[config.mk]
export PLATFORM = sky130hd
export DESIGN_NAME = imf_sort_chain
export DESIGN_NICKNAME = d
export VERILOG_FILES = /design/src/imf_pkg.sv /design/src/imf_sort_cell.sv /design/src/imf_sort_chain.sv
export SDC_FILE = /design/constraint.sdc
export NUM_CORES = 1
export LEC_CHECK = 0
export BUFFER_PORTS_ARGS = -buffer_cell sky130_fd_sc_hd__buf_2
export CORE_ASPECT_RATIO = 0.75
export CORE_MARGIN = 3
export CORE_UTILIZATION = 45
export CTS_CLUSTER_SIZE = 10
export DETAILED_ROUTE_END_ITERATION = 6
export GPL_ROUTABILITY_DRIVEN = 0
export PLACE_DENSITY = 0.7
export RECOVER_POWER = 25
export REMOVE_ABC_BUFFERS = 1
export SYNTH_ARGS = -nofsm -noshare
export SYNTH_HDL_FRONTEND = slang
export SYNTH_HIERARCHICAL = 1
export SYNTH_SLANG_ARGS = --single-unit
[constraint.sdc]
create_clock -name aclk -period 4.25 [get_ports aclk]
set_clock_uncertainty 0.1 [all_clocks]
set_input_delay 0.425 -clock aclk [delete_from_list [all_inputs] [get_ports aclk]]
set_output_delay 0.425 -clock aclk [all_outputs]
set_load 0.05 [all_outputs]
[src/imf_pkg.sv]
`timescale 1ns / 1ps

package imf_pkg;

    // Fixed field widths
    localparam int PIX_W     = 16;
    localparam int CFG_W     = 11;
    localparam int CFG_IDX_W = 2;

    // Frame height limit, not tied to storage
    localparam int HEIGHT_LIMIT = 1024;

    // Defaults for top level parameters
    localparam int DEF_MAX_WIDTH  = 1024;
    localparam int DEF_MAX_WINDOW = 7;

    // Register reset values
    localparam int RST_WIDTH  = 1024;
    localparam int RST_HEIGHT = 1024;
    localparam int RST_WINDOW = 3;

    // Register indexes
    localparam logic [CFG_IDX_W-1:0] REG_WIDTH  = 2'd0;
    localparam logic [CFG_IDX_W-1:0] REG_HEIGHT = 2'd1;
    localparam logic [CFG_IDX_W-1:0] REG_WINDOW = 2'd2;

    // Input operations
    localparam logic OP_PIXEL = 1'b0;
    localparam logic OP_FLUSH = 1'b1;

    localparam logic [PIX_W-1:0] FULL_SCALE = '1;

    typedef struct packed {
        logic             operation;
        logic [PIX_W-1:0] pixel_value;
    } in_beat_t;

    typedef struct packed {
        logic [PIX_W-1:0] result_value;
        logic             last;
    } out_beat_t;

    // Link between neighboring sort cells
    typedef struct packed {
        logic [PIX_W-1:0] value;
        logic             valid;
        logic             gt;
    } link_t;

endpackage

[src/imf_sort_cell.sv]
`timescale 1ns / 1ps

module imf_sort_cell import imf_pkg::*; (
    input  logic             aclk,
    input  logic             aresetn,
    input  logic             clr,
    input  logic             ins,
    input  logic [PIX_W-1:0] din,
    input  link_t            left,
    output link_t            right
);

    logic [PIX_W-1:0] value_reg;
    logic             valid_reg;
    logic             gt;

    // Empty cell counts as larger than anything
    assign gt = !valid_reg || (value_reg > din);

    assign right.value = value_reg;
    assign right.valid = valid_reg;
    assign right.gt    = gt;

    // Insert: take the left neighbor's entry if it moves, else the new value
    always_ff @(posedge aclk) begin
        if (!aresetn || clr) begin
            valid_reg <= 1'b0;
        end else if (ins && gt) begin
            if (left.gt) begin
                valid_reg <= left.valid;
            end else begin
                valid_reg <= 1'b1;
            end
        end
    end

    always_ff @(posedge aclk) begin
        if (ins && gt) begin
            if (left.gt) begin
                value_reg <= left.value;
            end else begin
                value_reg <= din;
            end
        end
    end

endmodule

[src/imf_sort_chain.sv]
`timescale 1ns / 1ps

module imf_sort_chain import imf_pkg::*; #(
    parameter int CELLS = DEF_MAX_WINDOW * DEF_MAX_WINDOW
) (
    input  logic             aclk,
    input  logic             aresetn,
    input  logic             clr,
    input  logic             ins,
    input  logic [PIX_W-1:0] din,
    output logic [PIX_W-1:0] median
);

    localparam int MID = (CELLS - 1) / 2;

    link_t links [CELLS+1];

    // Head of the chain never shifts
    assign links[0] = '{value: '0, valid: 1'b0, gt: 1'b0};

    for (genvar i = 0; i < CELLS; i++) begin : g_cell
        imf_sort_cell u_cell (
            .aclk    (aclk),
            .aresetn (aresetn),
            .clr     (clr),
            .ins     (ins),
            .din     (din),
            .left    (links[i]),
            .right   (links[i+1])
        );
    end

    // Chain is always filled completely, so the median sits in the middle cell
    assign median = links[MID+1].value;

endmodule

---- Yosys cells after proc, flatten, opt, wreduce, memory -nomap -nowiden ----
Cells that the tools add are included.
word-level totals
  logic and storage cells ................. 200
  output and inout bits ................... 16
  flip-flop bits (word level) ............. 425
operators by class
  muxes and demuxes ....................... 48
  reductions and logical operators ........ 77
  magnitude comparators ................... 25
operator list
  operator             count
  $gt A16 B16 Y1       25
  $mux W16             24
  $logic_not A1 Y1     26
  $logic_or A1 B1 Y1   26
  $logic_and A1 B1 Y1  25
  $mux W1              24

---- Depth between registers and ports, before layout ----
  depth after elaboration ................. 3
  mapped depth ............................ 12
  depth with buffers taken out ............ 11

---- Hierarchy ----
Netlist, hierarchy kept.
by module, submodules not included
  module          times used  cells an instance  sequential area each (um^2)  area an instance (um^2)
  imf_sort_cell   25          118                500.5                        1141.1
  imf_sort_chain  1           1                  0.0                          3.8

---- Worst setup path after synthesis ----
Ideal clock, no wire load.
  path type ............................... register to register
  from .................................... reg g_cell[24].u_cell.value_reg[14]
  to ...................................... reg g_cell[24].u_cell.value_reg[0], enable pin
  path buffers ............................ 0
  library setup time ...................... 0.335 ns
  stages on the path, launching flop included .. 6
  required time ........................... 3.815 ns
  clock period less this slack ............ 2.602 ns
  data arrival time ....................... 2.166 ns
  slack ................................... 1.648 ns
  cell sequence ........................... edfxtp_1 ha_1 nand4_2 or4_4 a21oi_2 o311a_2
between the ends
  longest elaborated chain between the ends .. 3
ends and longest elaborated chain
  what                    RTL line             RTL
  start, declared         imf_sort_cell.sv:13  logic [PIX_W-1:0] value_reg;
  start signal, assigned  imf_sort_cell.sv:40  value_reg <= left.value;
  start signal, assigned  imf_sort_cell.sv:42  value_reg <= din;
  $gt A16 B16 Y1          imf_sort_cell.sv:18  assign gt = !valid_reg || (value_reg > din);
  $logic_or A1 B1 Y1      imf_sort_cell.sv:18
  $logic_and A1 B1 Y1     imf_sort_cell.sv:38  if (ins && gt) begin
No other way between the ends.
A chain may end at the register's enable or synchronous reset.

==> impl_metrics.py <==
metrics = {
    "worst_hold_path": {
        "hold_path_class": "in -> reg",
        "min_path_cells": 4,
    },
    "detailed_routing": {
        "vias": 21400,
        "drt_first_pass_iters": 5,
        "ant_nets": 0,
        "drc_errors": 0,
        "vias_per_cell": 5.50,
        "drtIter0Drc": 1938,
        "wl_per_cell_um": 18.6,
        "wirelength_um": 72300,
    },
    "setup_path": {
        "cpPeakStageDelay_ns": 1.01,
        "cp.depth": 10,
        "required_ns": 4.47,
        "crit_fanout": 22,
        "crit_family": "buffers and inverters",
        "endpoint_kind": "register",
        "cp.arrival_ns": 3.99,
        "crit_type": "in -> reg",
        "crit_path_top_delay_cell": "clkbuf_1",
        "rrSetupSlack_ns": 1.08,
        "ff2ff_path_depth": 9,
        "crit_chain": "clkbuf_1 > inv_1 > ha_1 > nand4_1 > or4_1 > a21oi_1 > nor4_1 > o21ai_2 > buf_4 > o21ai_0",
        "crit_path_start_kind": "primary input",
        "worst-path-buf-inv": 3,
    },
    "clock_network": {
        "clkTransAtPathRegs_ns": 0.06,
        "cts_setup_buffers": 0,
        "clock_latency_ns": 0.59,
        "cts_buffers": 49,
        "ctsResizeCount": 0,
        "postCtsHoldBufs": 0,
        "cts_buffer_depth": 3,
        "cts_sinks": 425,
        "cts_tree": "built",
        "cts-root-buf": "clkbuf_16",
        "h-tree-depth": 2,
    },
    "placement": {
        "port-buffer-count": 35,
        "placed_cells": 3794,
        "hpwl_um": 50800,
    },
    "yosys": {
        "postSynthCellCount": 2948,
        "ys.warnings.count": 6,
        "synth_area_mm2": 0.0285,
        "syn_area_per_cell_um2": 9.67,
    },
    "die": {
        "rows": 79,
        "die_area_mm2": 0.0664,
        "design.core.area_mm2": 0.0624,
        "initial_utilization_pct": 45.7,
        "die_w_um": 297,
        "die_h_um": 224,
        "ioPinCount": 36,
    },
    "run_status": {
        "outcome": "finished with violations",
        "violations": "capacitance limit, slew limit",
    },
    "sta": {
        "tightest_slew_ns": 2.98,
        "drv_slew": 52,
        "finalCritPeriodShare_pct": 88.7,
        "relSlewSlack_pct": -98.5,
        "rsz0062_at_grt": "no",
        "period_needed_ns": 3.77,
        "fmax_ghz": 0.265,
        "setup_tns_ns": 0,
        "setup_violations": 0,
        "finalHoldViolCount": 0,
    },
    "cells_and_area": {
        "drive_gt1_share_pct": 9.03,
        "largest_reg_flops": 400,
        "area_growth_pct": 9.52,
        "final_util_pct": 50.1,
        "final-instance-count-excl-fill": 3885,
        "num-nets-final": 3415,
        "n_antenna_cell": 0,
    },
    "global_route": {
        "antenna_found_initial": 0,
        "grt_max_degree": 52,
        "overflow": 0,
        "grt_pass1_wl_um": 115000,
        "grt_usage_pct": 21.8,
        "grt_pass1_vias": 20500,
    },
    "power_and_ir_drop": {
        "total_power_w": 0.0105,
        "p_leak_nw": 13.9,
        "ir_drop_uv": 238,
        "p_per_area_mw_per_mm2": 336,
    },
    "job": {
        "drv_cap": 1,
    },
}
## path summary, 6_finish.rpt
check                                  start                              to
max reg2reg  g_cell[13].u_cell/value_reg[13]     g_cell[14].u_cell/valid_reg
min reg2reg   g_cell[0].u_cell/value_reg[12]  g_cell[1].u_cell/value_reg[12]
max                                  din[12]   g_cell[7].u_cell/value_reg[1]
min                                   din[7]  g_cell[20].u_cell/value_reg[7]
## final cells by class
cell class	instances	area [µm²]
Multi-Input combinational cell	2023	14000
Clock buffer	89	1440
Fill cell	5697	31100
Tap cell	850	1060
Sequential cell	425	12500
Clock inverter	2	16.3
Inverter	400	1500
Timing Repair Buffer	96	734
## power breakdown
group | internal, W | switching (W) | leakage (nW)
sequential | 0.00486 | 0.000166 | 4.12
combinational | 0.000543 | 0.000944 | 9.08
clock | 0.00227 | 0.00172 | 0.690
## per-stage QoR
stage               hold WS (ns)  setup WS (ns)  area [µm²]
global placement           0.443          0.468       29900
floorplan                  0.426          0.854       28000
detailed placement         0.449          0.390       29900
CTS                        0.279           1.00       31300
global route               0.384          0.404       31200
finish                     0.382          0.478       31200
## cell usage in the layout (no fill, tap or decap), types with 14 or more instances in the layout
cell type and count:
ha_1 400, a21oi_2 19, inv_1 400, nand2b_1 25, a21boi_0 25, dfxtp_1 25, o2bb2ai_1 25, nand3_1 25
nand4_1 54, nand3b_1 25, o21a_1 25, or4_4 22, nand2_1 475, o21ai_0 400, mux2_2 25, clkbuf_1 63
nor4_1 25, nor3b_1 25, o31a_1 25, nand4_2 21, o211ai_1 25, clkbuf_16 51, or3b_2 25, conb_1 24
o311a_2 14, nor2b_1 25, o21ai_2 24, edfxtp_1 400, buf_4 49, nor2_1 50, a21oi_1 181
## per-layer routing
metal  wire length (µm)  up-vias  global-route usage (%)  part of all wire (%)
met4               1350        0                    4.75                   1.9
met2              27500      725                    29.8                    38
met3               6500       98                    4.12                   9.0
met1              36900     9960                    35.2                    51
li1                   -    10600                       -                     -
met5                  0        -                       0                     0
## tightest hold or removal path, delay by kind of cell
kind / cells / cell delay, ns
buffers and inverters: 3 / 0.40
AO/OA/AOI/OAI: 1 / 0.07
Note: power is estimated with default switching activity, not from simulation.
